File: config.mk
export PLATFORM = sky130hd
export DESIGN_NAME = nfarm_ctrl
export DESIGN_NICKNAME = d
export VERILOG_FILES = /design/src/design/nfarm_pkg.sv /design/src/design/nfarm_ctrl.sv
export SDC_FILE = /design/constraint.sdc
export NUM_CORES = 1
export LEC_CHECK = 0
export BUFFER_PORTS_ARGS = -buffer_cell sky130_fd_sc_hd__buf_2
export CORE_ASPECT_RATIO = 0.75
export CORE_MARGIN = 2
export CORE_UTILIZATION = 45
export CTS_CLUSTER_DIAMETER = 120
export CTS_CLUSTER_SIZE = 14
export DETAILED_ROUTE_END_ITERATION = 8
export GPL_ROUTABILITY_DRIVEN = 1
export PLACE_DENSITY_LB_ADDON = 0.1
export SLEW_MARGIN = 20
export SYNTH_ARGS = -nofsm -noshare
export SYNTH_HDL_FRONTEND = slang
export SYNTH_SLANG_ARGS = --single-unit
File: constraint.sdc
create_clock -name clk -period 1.8 [get_ports clk]
set_input_delay 0 -clock clk [delete_from_list [all_inputs] [get_ports clk]]
set_output_delay 0 -clock clk [all_outputs]
set_load 0.1 [all_outputs]
File: src/design/nfarm_pkg.sv
`timescale 1ns / 1ps
// ----------------------------------------------------------------------------
// nfarm_pkg
// Shared types, codes and command/status structs of the NFA regex matcher.
// ----------------------------------------------------------------------------
package nfarm_pkg;

  localparam int NumStatesDefault = 64;
  localparam int KindW  = 2;
  localparam int IndexW = 6;
  localparam int TypeW  = 2;
  localparam int SuccW  = 7;
  localparam int CharW  = 8;
  localparam int ClassW = 1 << CharW;

  typedef enum logic [KindW-1:0] {
    KIND_DEFINE = 2'd0,
    KIND_CLASS  = 2'd1,
    KIND_TEXT   = 2'd2,
    KIND_BEGIN  = 2'd3
  } kind_t;

  typedef enum logic [TypeW-1:0] {
    TYPE_CLASS = 2'd0,
    TYPE_ANY   = 2'd1,
    TYPE_MATCH = 2'd2,
    TYPE_SPLIT = 2'd3
  } stype_t;

  typedef enum logic [1:0] {
    PUSH_NONE   = 2'd0,
    PUSH_START  = 2'd1,
    PUSH_FIRST  = 2'd2,
    PUSH_SECOND = 2'd3
  } push_sel_t;

  typedef struct packed {
    logic [KindW-1:0]  kind;
    logic [IndexW-1:0] state_index;
    logic [TypeW-1:0]  state_type;
    logic [SuccW-1:0]  next_first;
    logic [SuccW-1:0]  next_second;
    logic              negate;
    logic [CharW-1:0]  char_value;
  } item_t;

  typedef struct packed {
    logic [TypeW-1:0] state_type;
    logic [SuccW-1:0] next_first;
    logic [SuccW-1:0] next_second;
    logic             negate;
  } entry_t;

  typedef struct packed {
    logic      load_item;
    logic      clear_step;
    logic      wr_define;
    logic      rd_class;
    logic      wr_class;
    logic      scan_rd;
    logic      scan_inc;
    push_sel_t push_sel;
    logic      pop_rd;
    logic      fetch;
    logic      add_next;
    logic      commit;
  } ctrl_cmd_t;

  typedef struct packed {
    logic [KindW-1:0] kind;
    logic             stack_empty;
    logic             scan_done;
    logic             scan_active;
    logic             is_split;
    logic             moves;
    logic             out_busy;
  } dp_status_t;

endpackage

File: src/design/nfarm_ctrl.sv
`timescale 1ns / 1ps
// ----------------------------------------------------------------------------
// nfarm_ctrl
// Sequencer: table loads, active-set scan, split closure and result hand-off.
// ----------------------------------------------------------------------------
module nfarm_ctrl (
  input  logic                   clk,
  input  logic                   rst,
  input  logic                   in_valid,
  input  logic [nfarm_pkg::KindW-1:0] in_kind,
  output logic                   in_ready,
  input  nfarm_pkg::dp_status_t  status,
  output nfarm_pkg::ctrl_cmd_t   cmd
);
  import nfarm_pkg::*;

  typedef enum logic [11:0] {
    ST_IDLE    = 12'b000000000001,
    ST_DEF     = 12'b000000000010,
    ST_CLS_RD  = 12'b000000000100,
    ST_CLS_WR  = 12'b000000001000,
    ST_SEED    = 12'b000000010000,
    ST_SCAN    = 12'b000000100000,
    ST_S_EXAM  = 12'b000001000000,
    ST_C_POP   = 12'b000010000000,
    ST_C_FETCH = 12'b000100000000,
    ST_C_EXAM  = 12'b001000000000,
    ST_C_PUSH2 = 12'b010000000000,
    ST_REPORT  = 12'b100000000000
  } state_t;

  state_t state, state_next;
  logic   accept;

  assign in_ready = (state == ST_IDLE);
  assign accept   = in_valid && in_ready;

  always_ff @(posedge clk) begin
    if (rst) begin
      state <= ST_IDLE;
    end else begin
      state <= state_next;
    end
  end

  always_comb begin
    state_next = state;
    cmd        = '0;
    cmd.push_sel = PUSH_NONE;
    unique case (state)
      ST_IDLE: begin
        if (accept) begin
          cmd.load_item = 1'b1;
          unique case (kind_t'(in_kind))
            KIND_DEFINE: state_next = ST_DEF;
            KIND_CLASS:  state_next = ST_CLS_RD;
            KIND_TEXT: begin
              cmd.clear_step = 1'b1;
              state_next     = ST_SCAN;
            end
            KIND_BEGIN: begin
              cmd.clear_step = 1'b1;
              state_next     = ST_SEED;
            end
            default: state_next = ST_IDLE;
          endcase
        end
      end
      ST_DEF: begin
        cmd.wr_define = 1'b1;
        state_next    = ST_IDLE;
      end
      ST_CLS_RD: begin
        cmd.rd_class = 1'b1;
        state_next   = ST_CLS_WR;
      end
      ST_CLS_WR: begin
        cmd.wr_class = 1'b1;
        state_next   = ST_IDLE;
      end
      ST_SEED: begin
        cmd.push_sel = PUSH_START;
        state_next   = ST_C_POP;
      end
      ST_SCAN: begin
        priority if (status.scan_done) begin
          state_next = ST_REPORT;
        end else if (status.scan_active) begin
          cmd.scan_rd  = 1'b1;
          cmd.scan_inc = 1'b1;
          state_next   = ST_S_EXAM;
        end else begin
          cmd.scan_inc = 1'b1;
        end
      end
      ST_S_EXAM: begin
        if (status.moves) begin
          cmd.push_sel = PUSH_FIRST;
          state_next   = ST_C_POP;
        end else begin
          state_next = ST_SCAN;
        end
      end
      ST_C_POP: begin
        if (status.stack_empty) begin
          state_next = (status.kind == KIND_BEGIN) ? ST_REPORT : ST_SCAN;
        end else begin
          cmd.pop_rd = 1'b1;
          state_next = ST_C_FETCH;
        end
      end
      ST_C_FETCH: begin
        cmd.fetch  = 1'b1;
        state_next = ST_C_EXAM;
      end
      ST_C_EXAM: begin
        if (status.is_split) begin
          cmd.push_sel = PUSH_FIRST;
          state_next   = ST_C_PUSH2;
        end else begin
          cmd.add_next = 1'b1;
          state_next   = ST_C_POP;
        end
      end
      ST_C_PUSH2: begin
        cmd.push_sel = PUSH_SECOND;
        state_next   = ST_C_POP;
      end
      ST_REPORT: begin
        if (!status.out_busy) begin
          cmd.commit = 1'b1;
          state_next = ST_IDLE;
        end
      end
      default: state_next = ST_IDLE;
    endcase
  end

endmodule

==> results of run 1 <==
## routing by layer
layer  routed length [microns]  share of wire [%]  vias up  track usage (%)
met5                         0                  0        -                0
met3                       367                9.7       14             9.71
met2                      1750                 46       91             47.5
li1                          -                  -      503                -
met4                        77                2.0        0             3.50
met1                      1580                 42      558             37.6
## cell families (layout without fill, tap and decap cells)
kind of cell    Yosys count  in the layout  share of synthesized area (%)
compound gates           14             14                           10.3
xor+xnor                  2              2                           2.04
buf+inv                  13             66                           6.68
flops                    12             12                           27.9
simple gates             64             64                           53.1
## repair_timing
item	in CTS	in global routing
endpoints found under the hold margin	5	0
gates cloned	0	0
gates resized for setup	13	14
endpoints found under the setup margin	7	16
setup buffers	8	3
pin swaps	7	7
hold buffers	4	0
## layout make-up
cell class | count | share of cell area, %
multi-input cells | 80 | 45.0
repair buffers | 53 | 33.8
flip-flops and latches | 12 | 15.3
clock buffers | 4 | 2.19
inverters | 9 | 2.04
well taps | 22 | 1.66
## how the worst max path moves through the flow
stage / endpoint / from
6_report: cmd[5] / state[1]$_SDFFE_PP0P_
2_1_floorplan: cmd[10] / state[8]$_SDFFE_PP0P_
3_5_place_dp: cmd[5] / state[5]$_SDFFE_PP0P_
4_1_cts: cmd[7] / state[0]$_SDFFE_PP1P_
5_1_grt: cmd[5] / state[2]$_SDFFE_PP0P_
3_3_place_gp: cmd[0] / state[8]$_SDFFE_PP0P_
## synth_stat cells, types with 2 or more instances
master / n
and3b_1: 4
o21ai_0: 5
o31ai_1: 2
nand2_1: 3
or3_1: 2
nor2_1: 8
nor2b_1: 5
buf_4: 2
nor4_4: 2
nor3_1: 4
nor4b_1: 3
a31oi_1: 3
nor4_1: 5
nand4_1: 5
nor3b_1: 3
nand3_1: 8
dfxtp_1: 12
xor2_1: 2
inv_1: 9
nand4b_1: 2
## critical path: cells and delay by family, from the launching register on
family,cells,cell delay [ns]
AO/OA/AOI/OAI,1,0.14
buffers and inverters,2,0.39
AND/OR/NAND/NOR,3,0.75
flip-flops,1,0.36
## layout by cell type, fill, tap and decap left out, drive strengths merged
master | Yosys | final
a21boi | 1 | 1
a21oi | 1 | 1
a31oi | 3 | 3
a41oi | 1 | 1
and2 | 1 | 1
and3 | 1 | 1
and3b | 4 | 4
and4 | 1 | 1
and4bb | 1 | 1
buf | 3 | 49
clkbuf | 1 | 4
dfxtp | 12 | 12
dlygate4sd3 | 0 | 4
inv | 9 | 9
nand2 | 3 | 3
nand2b | 1 | 1
nand3 | 8 | 8
nand4 | 6 | 6
nand4b | 2 | 2
nor2 | 8 | 8
nor2b | 5 | 5
nor3 | 4 | 4
nor3b | 3 | 3
nor4 | 8 | 8
nor4b | 4 | 4
o21ai | 5 | 5
o311ai | 1 | 1
o31ai | 2 | 2
or2 | 1 | 1
or3 | 2 | 2
or3b | 1 | 1
xor2 | 2 | 2
## report_power, final
part	switching, mW	internal (mW)	leakage, nW
Clock	0.105	0.123	0.0210
Sequential	0.0296	0.279	0.0998
Combinational	0.344	0.233	0.580
==> impl_metrics.json, run 1 <==
{
  "status": "complete, but fails checks",
  "violations": "setup timing",
  "place.gp.congestion": 0.836,
  "cts_root_buf": "clkbuf_4",
  "setup_violations": 11,
  "rrSetupSlack_ns": -0.02,
  "cts_tree": "yes",
  "yosysWarnings": 0,
  "fin_area_sq_um": 1660,
  "top_regs": "state (12)",
  "dp.cells": 162,
  "numCtsBuffers": 3,
  "port_buffers": 26,
  "postSynthCellCount": 105,
  "crit_required_ns": 1.80,
  "drc": 0,
  "fin_setup_tns_ns": -0.672,
  "top_register": "state",
  "seqCellArea_sq_um": 254,
  "start_kind": "flop",
  "start_util_pct": 48.6,
  "critical-path-slowest-cell": "dfxtp_1",
  "cp_cell_sequence": "nor4_4 -> buf_6 -> and3_4 -> nand4b_1 -> o311ai_4 -> buf_12",
  "holdWs_ns": 0.0163,
  "multi_input_area_sq_um": 747,
  "syn_area_per_cell_sq_um": 8.20,
  "synth_top_area_cell": "dfxtp_1",
  "clock-sinks": 12,
  "core_region_area_sq_um": 1770,
  "synthTopCellsByArea": "dfxtp_1 (28%), nor4_4 (4.9%), nand3_1 (4.7%), and3b_1 (4.1%), inv_1 (3.9%)",
  "std_cell_rows": 13,
  "ir_drop_uv": 1160,
  "worstMarginPinSlew_ns": 0.446,
  "routed_wl_microns": 3780,
  "track_usage_pct": 29.0,
  "cellPowerDensity_nw_per_um2": 671,
  "clkLatencyLatePin_ns": 0.29,
  "async_reset_ff_share_pct": 0,
  "ant_nets": 0,
  "cp-end-kind": "output port",
  "fin_cells": 180,
  "grt_pass1_wl_microns": 4790,
  "num_vias": 1166,
  "die_w_microns": 54.5,
  "synth_seq_area_share_pct": 27.9,
  "first_pass_iters": 4,
  "fillers": 61,
  "hold_path_end": "state[6]$_SDFFE_PP0P_",
  "cts_buffer_depth": 2,
  "yosysUniqueCellTypes": 36,
  "grt_max_degree": 11,
  "die_h_microns": 41.9,
  "grt_pass1_vias": 1056,
  "antenna_cells": 0,
  "slew_headroom_pct": 70.2,
  "finClkSkew_ns": 0.00392,
  "drt_iter0_drc": 92,
  "worst_slack_ns": -0.136,
  "io_pins": 27,
  "hold_depth": 2,
  "dpl_cell_area_sq_um": 1390,
  "netlist.area_leader.share_pct": 27.9,
  "h-tree-depth": 1,
  "syn_to_final_growth_pct": 92.7,
  "rr_worst_depth": 5,
  "largest_register_ffs": 12,
  "hold_start": "status[3]",
  "pre_cts_ws_ns": 0.119,
  "slew_violations": 0,
  "dominantRegCellSynth": "dfxtp_1",
  "post-route-period-util_pct": 108,
  "avgRoutedWirePerCell_microns": 21.0,
  "r2r-end": "state[5]$_SDFFE_PP0P_",
  "layout-drive-gt1-share_pct": 53.8,
  "maxCapViolCount": 0,
  "period_needed_ns": 1.94,
  "synth_seq_cells": 12,
  "finalPower_mw": 1.11,
  "netlist_area_sq_um": 861,
  "cp_max_fo": 7,
  "r2r-start": "state[1]$_SDFFE_PP0P_",
  "hold_class": "in2reg",
  "rsz0062_at_grt": "true",
  "synth_edf_count": 0,
  "avgViaCountPerCell": 6.48,
  "dp_hpwl_microns": 2110,
  "antenna_found_initial": 0,
  "power.leakage_nw": 0.700,
  "max_freq_ghz": 0.517,
  "die-area_sq_um": 2280,
  "gr-total-overflow": 0,
  "clk_pin_slew_ns": 0.08,
  "nets": 172,
  "hold_violations": 0,
  "cpPeakStageDelay_ns": 0.36,
  "crit_arrival_ns": 1.94,
  "synth_nets": 118,
  "worstSetupPathType": "reg2out",
  "post-route-util_pct": 93.6
}
No activity file was read; power rests on OpenSTA's default activity.
==> inputs of run 2 (changes only) <==
--- a/config.mk
+++ b/config.mk
@@ -5,7 +5,7 @@
 export SDC_FILE = /design/constraint.sdc
 export NUM_CORES = 1
 export LEC_CHECK = 0
-export BUFFER_PORTS_ARGS = -buffer_cell sky130_fd_sc_hd__buf_2
+export BUFFER_PORTS_ARGS = -buffer_cell sky130_fd_sc_hd__clkbuf_2
 export CORE_ASPECT_RATIO = 0.75
 export CORE_MARGIN = 2
 export CORE_UTILIZATION = 45
==> impl_metrics.json, run 2 <==
{
  "status": "stopped before the end",
  "stop_stage": "global routing",
  "error": "[ERROR DPL-0033] detailed placement checks failed during check placement.",
  "start_util_pct": 48.6,
  "synth_nets": 118,
  "die_w_microns": 54.5,
  "cts_buffer_depth": 2,
  "synth_top_area_cell": "dfxtp_1",
  "std_cell_rows": 13,
  "postSynthCellCount": 105,
  "netlist_area_sq_um": 861,
  "io_pins": 27,
  "yosysMostFrequentCell": "dfxtp_1",
  "synthTopCellsByArea": "dfxtp_1 (28%), nor4_4 (4.9%), nand3_1 (4.7%), and3b_1 (4.1%), inv_1 (3.9%)",
  "place.gp.congestion": 0.833,
  "yosysUniqueCellTypes": 36,
  "synth_edf_count": 0,
  "netlist.area_leader.share_pct": 27.9,
  "dominantRegCellSynth": "dfxtp_1",
  "syn_area_per_cell_sq_um": 8.20,
  "dp_hpwl_microns": 2120,
  "endpoint_type": "top-level output",
  "yosysWarnings": 0,
  "antenna_found_initial": 0,
  "ys_top_cells_by_count": "dfxtp_1 (12), inv_1 (9), nand3_1 (8), nor2_1 (8)",
  "numCtsBuffers": 3,
  "synth_seq_cells": 12,
  "die_h_microns": 41.9,
  "async_reset_ff_share_pct": 0,
  "cts_root_buf": "clkbuf_4",
  "grt_max_degree": 11,
  "synth_seq_area_share_pct": 27.9,
  "port_buffers": 26,
  "h-tree-depth": 1,
  "grt-worst-endpoint": "cmd[5]",
  "clock-sinks": 12,
  "dp.cells": 162
}
-- run 2: cell counts after synthesis --
No cell type changed its count.
-- run 2: what timing repair did --
| item | 4_1_cts |
|---|---|
| hold endpoints to repair | 4 |
| pin swaps | 9 |
| gates resized for setup | 15 |
| buffers inserted | 9 |
| endpoints found under the setup margin | 8 |
| hold buffers | 4 |
-- run 2: cell families after synthesis --
logic type / Yosys count / share of synthesized area [%]
compound gates: 14 / 10.3
xor+xnor: 2 / 2.04
buf+inv: 13 / 6.68
simple gates: 64 / 53.1
flops: 12 / 27.9
-- run 2: per-stage QoR --
step | hold WS [ns] | area, sq um | setup WS, ns | util [%] | setup TNS, ns
3_5_place_dp | 0.200 | 1390 | 0.127 | 78.5 | 0
3_3_place_gp | 0.195 | 1390 | 0.142 | 78.5 | 0
4_1_cts | 0.0131 | 1590 | -0.0545 | 89.7 | -0.106
2_1_floorplan | 0.0694 | 955 | -0.400 | - | -0.923
==> inputs of run 3 (changes only) <==
--- a/config.mk
+++ b/config.mk
@@ -6,14 +6,11 @@
 export NUM_CORES = 1
 export LEC_CHECK = 0
 export BUFFER_PORTS_ARGS = -buffer_cell sky130_fd_sc_hd__clkbuf_2
-export CORE_ASPECT_RATIO = 0.75
-export CORE_MARGIN = 2
-export CORE_UTILIZATION = 45
-export CTS_CLUSTER_DIAMETER = 120
-export CTS_CLUSTER_SIZE = 14
+export CORE_AREA = 2 2 63 65
 export DETAILED_ROUTE_END_ITERATION = 8
+export DIE_AREA = 0 0 65 67
 export GPL_ROUTABILITY_DRIVEN = 1
-export PLACE_DENSITY_LB_ADDON = 0.1
+export PLACE_DENSITY_LB_ADDON = 0.15
 export SLEW_MARGIN = 20
 export SYNTH_ARGS = -nofsm -noshare
 export SYNTH_HDL_FRONTEND = slang
==> impl_metrics.json, run 3 (synthesis results as in run 1) <==
{
  "die_w_microns": 65,
  "hold_class": "in2reg",
  "std_cell_rows": 22,
  "holdWs_ns": 0.0446,
  "cp_max_fo": 6,
  "routed_wl_microns": 2790,
  "track_usage_pct": 14.2,
  "num_vias": 1002,
  "avgRoutedWirePerCell_microns": 13.7,
  "hold_depth": 2,
  "worstMarginPinSlew_ns": 0.346,
  "status": "complete, but fails checks",
  "gr-total-overflow": 0,
  "port_buffers": 26,
  "clock-sinks": 12,
  "final_common_cell": "buf_4",
  "rsz0062_at_grt": "true",
  "power.leakage_nw": 0.675,
  "cts_root_buf": "clkbuf_8",
  "start_util_pct": 23.9,
  "crit_arrival_ns": 1.80,
  "fin_cells": 204,
  "violations": "setup timing",
  "maxCapViolCount": 0,
  "finalPower_mw": 1.14,
  "drc": 0,
  "nets": 170,
  "clkLatencyLatePin_ns": 0.25,
  "worstSetupPathType": "reg2out",
  "h-tree-depth": 1,
  "layout-drive-gt1-share_pct": 53.2,
  "dp.cells": 186,
  "cp_cell_sequence": "nor4_2 -> buf_4 -> and3_4 -> and4bb_4 -> and2_4 -> buf_12",
  "ant_nets": 0,
  "die-area_sq_um": 4360,
  "finClkSkew_ns": 0.00414,
  "slew_headroom_pct": 76.7,
  "drt_iter0_drc": 14,
  "setup_violations": 1,
  "dp_hpwl_microns": 2050,
  "syn_to_final_growth_pct": 92.2,
  "post-route-period-util_pct": 100,
  "final_cell_mix": "buf_4 (20), buf_12 (14), clkbuf_2 (12)",
  "top_register": "state",
  "rr_worst_depth": 6,
  "start_kind": "flop",
  "die_h_microns": 67,
  "place.gp.congestion": 0.875,
  "path_buf_inv": 2,
  "first_pass_iters": 4,
  "path_depth": 6,
  "worst_slack_ns": -0.00128,
  "clk_pin_slew_ns": 0.06,
  "largest_register_ffs": 12,
  "period_needed_ns": 1.80,
  "ir_drop_uv": 342,
  "hold_violations": 0,
  "crit_family": "simple AND/OR/NAND/NOR gates",
  "grt_max_degree": 12,
  "grt_pass1_wl_microns": 4700,
  "cts_buffer_depth": 2,
  "antenna_cells": 0,
  "pre_cts_ws_ns": 0.100,
  "grt_pass1_vias": 1022,
  "crit_required_ns": 1.80,
  "fillers": 337,
  "max_freq_ghz": 0.555,
  "antenna_found_initial": 0,
  "cellPowerDensity_nw_per_um2": 691,
  "slew_violations": 0,
  "top_regs": "state (12)",
  "numCtsBuffers": 3,
  "io_pins": 27,
  "critical-path-slowest-cell": "dfxtp_2",
  "cpPeakStageDelay_ns": 0.33,
  "post-route-util_pct": 45.9,
  "core_region_area_sq_um": 3610,
  "avgViaCountPerCell": 4.91,
  "cts_tree": "yes",
  "cp-end-kind": "output port"
}
## run 3: worst paths after layout
kind | start | endpoint | slack (ns)
setup / recovery | state[1]$_SDFFE_PP0P_ | cmd[7] | -0.001
hold / removal | status[3] | state[6]$_SDFFE_PP0P_ | 0.04
setup reg to reg | state[1]$_SDFFE_PP0P_ | state[11]$_SDFFE_PP0P_ | 0.14
hold reg to reg | state[5]$_SDFFE_PP0P_ | state[11]$_SDFFE_PP0P_ | 0.62
## run 3: layout make-up
cell class | instances | area (sq um) | share of cell area, %
Multi-Input combinational cell | 80 | 709 | 42.9
Timing Repair Buffer | 51 | 542 | 32.8
Sequential cell | 12 | 254 | 15.4
Tap cell | 48 | 60.1 | 3.63
Clock buffer | 4 | 55.1 | 3.33
Inverter | 9 | 33.8 | 2.04
## run 3: through the flow
stage / instance area [sq um] / TNS [ns]
floorplan: 955 / -0.923
global placement: 1410 / 0
detailed placement: 1410 / 0
CTS: 1610 / 0
global route: 1650 / -0.289
finish: 1650 / -0.00128
## run 3: routing by layer
layer | up-vias | track usage, % | wire (microns)
li1 | 500 | - | -
met1 | 471 | 17.4 | 1270
met2 | 22 | 23.5 | 1350
met3 | 9 | 2.87 | 86
met4 | 0 | 6.91 | 80
met5 | - | 0 | 0
## run 3: power by group
part	leakage [nW]	switching [mW]	internal [mW]
registers	0.100	0.0231	0.279
clock network	0.0288	0.115	0.194
logic	0.546	0.306	0.226
## run 3: repair_timing
action	in CTS	in global routing
setup endpoints to repair	7	9
hold buffers	4	0
pin swaps	4	5
gates resized for setup	16	5
setup buffers	6	4
endpoints found under the hold margin	4	0
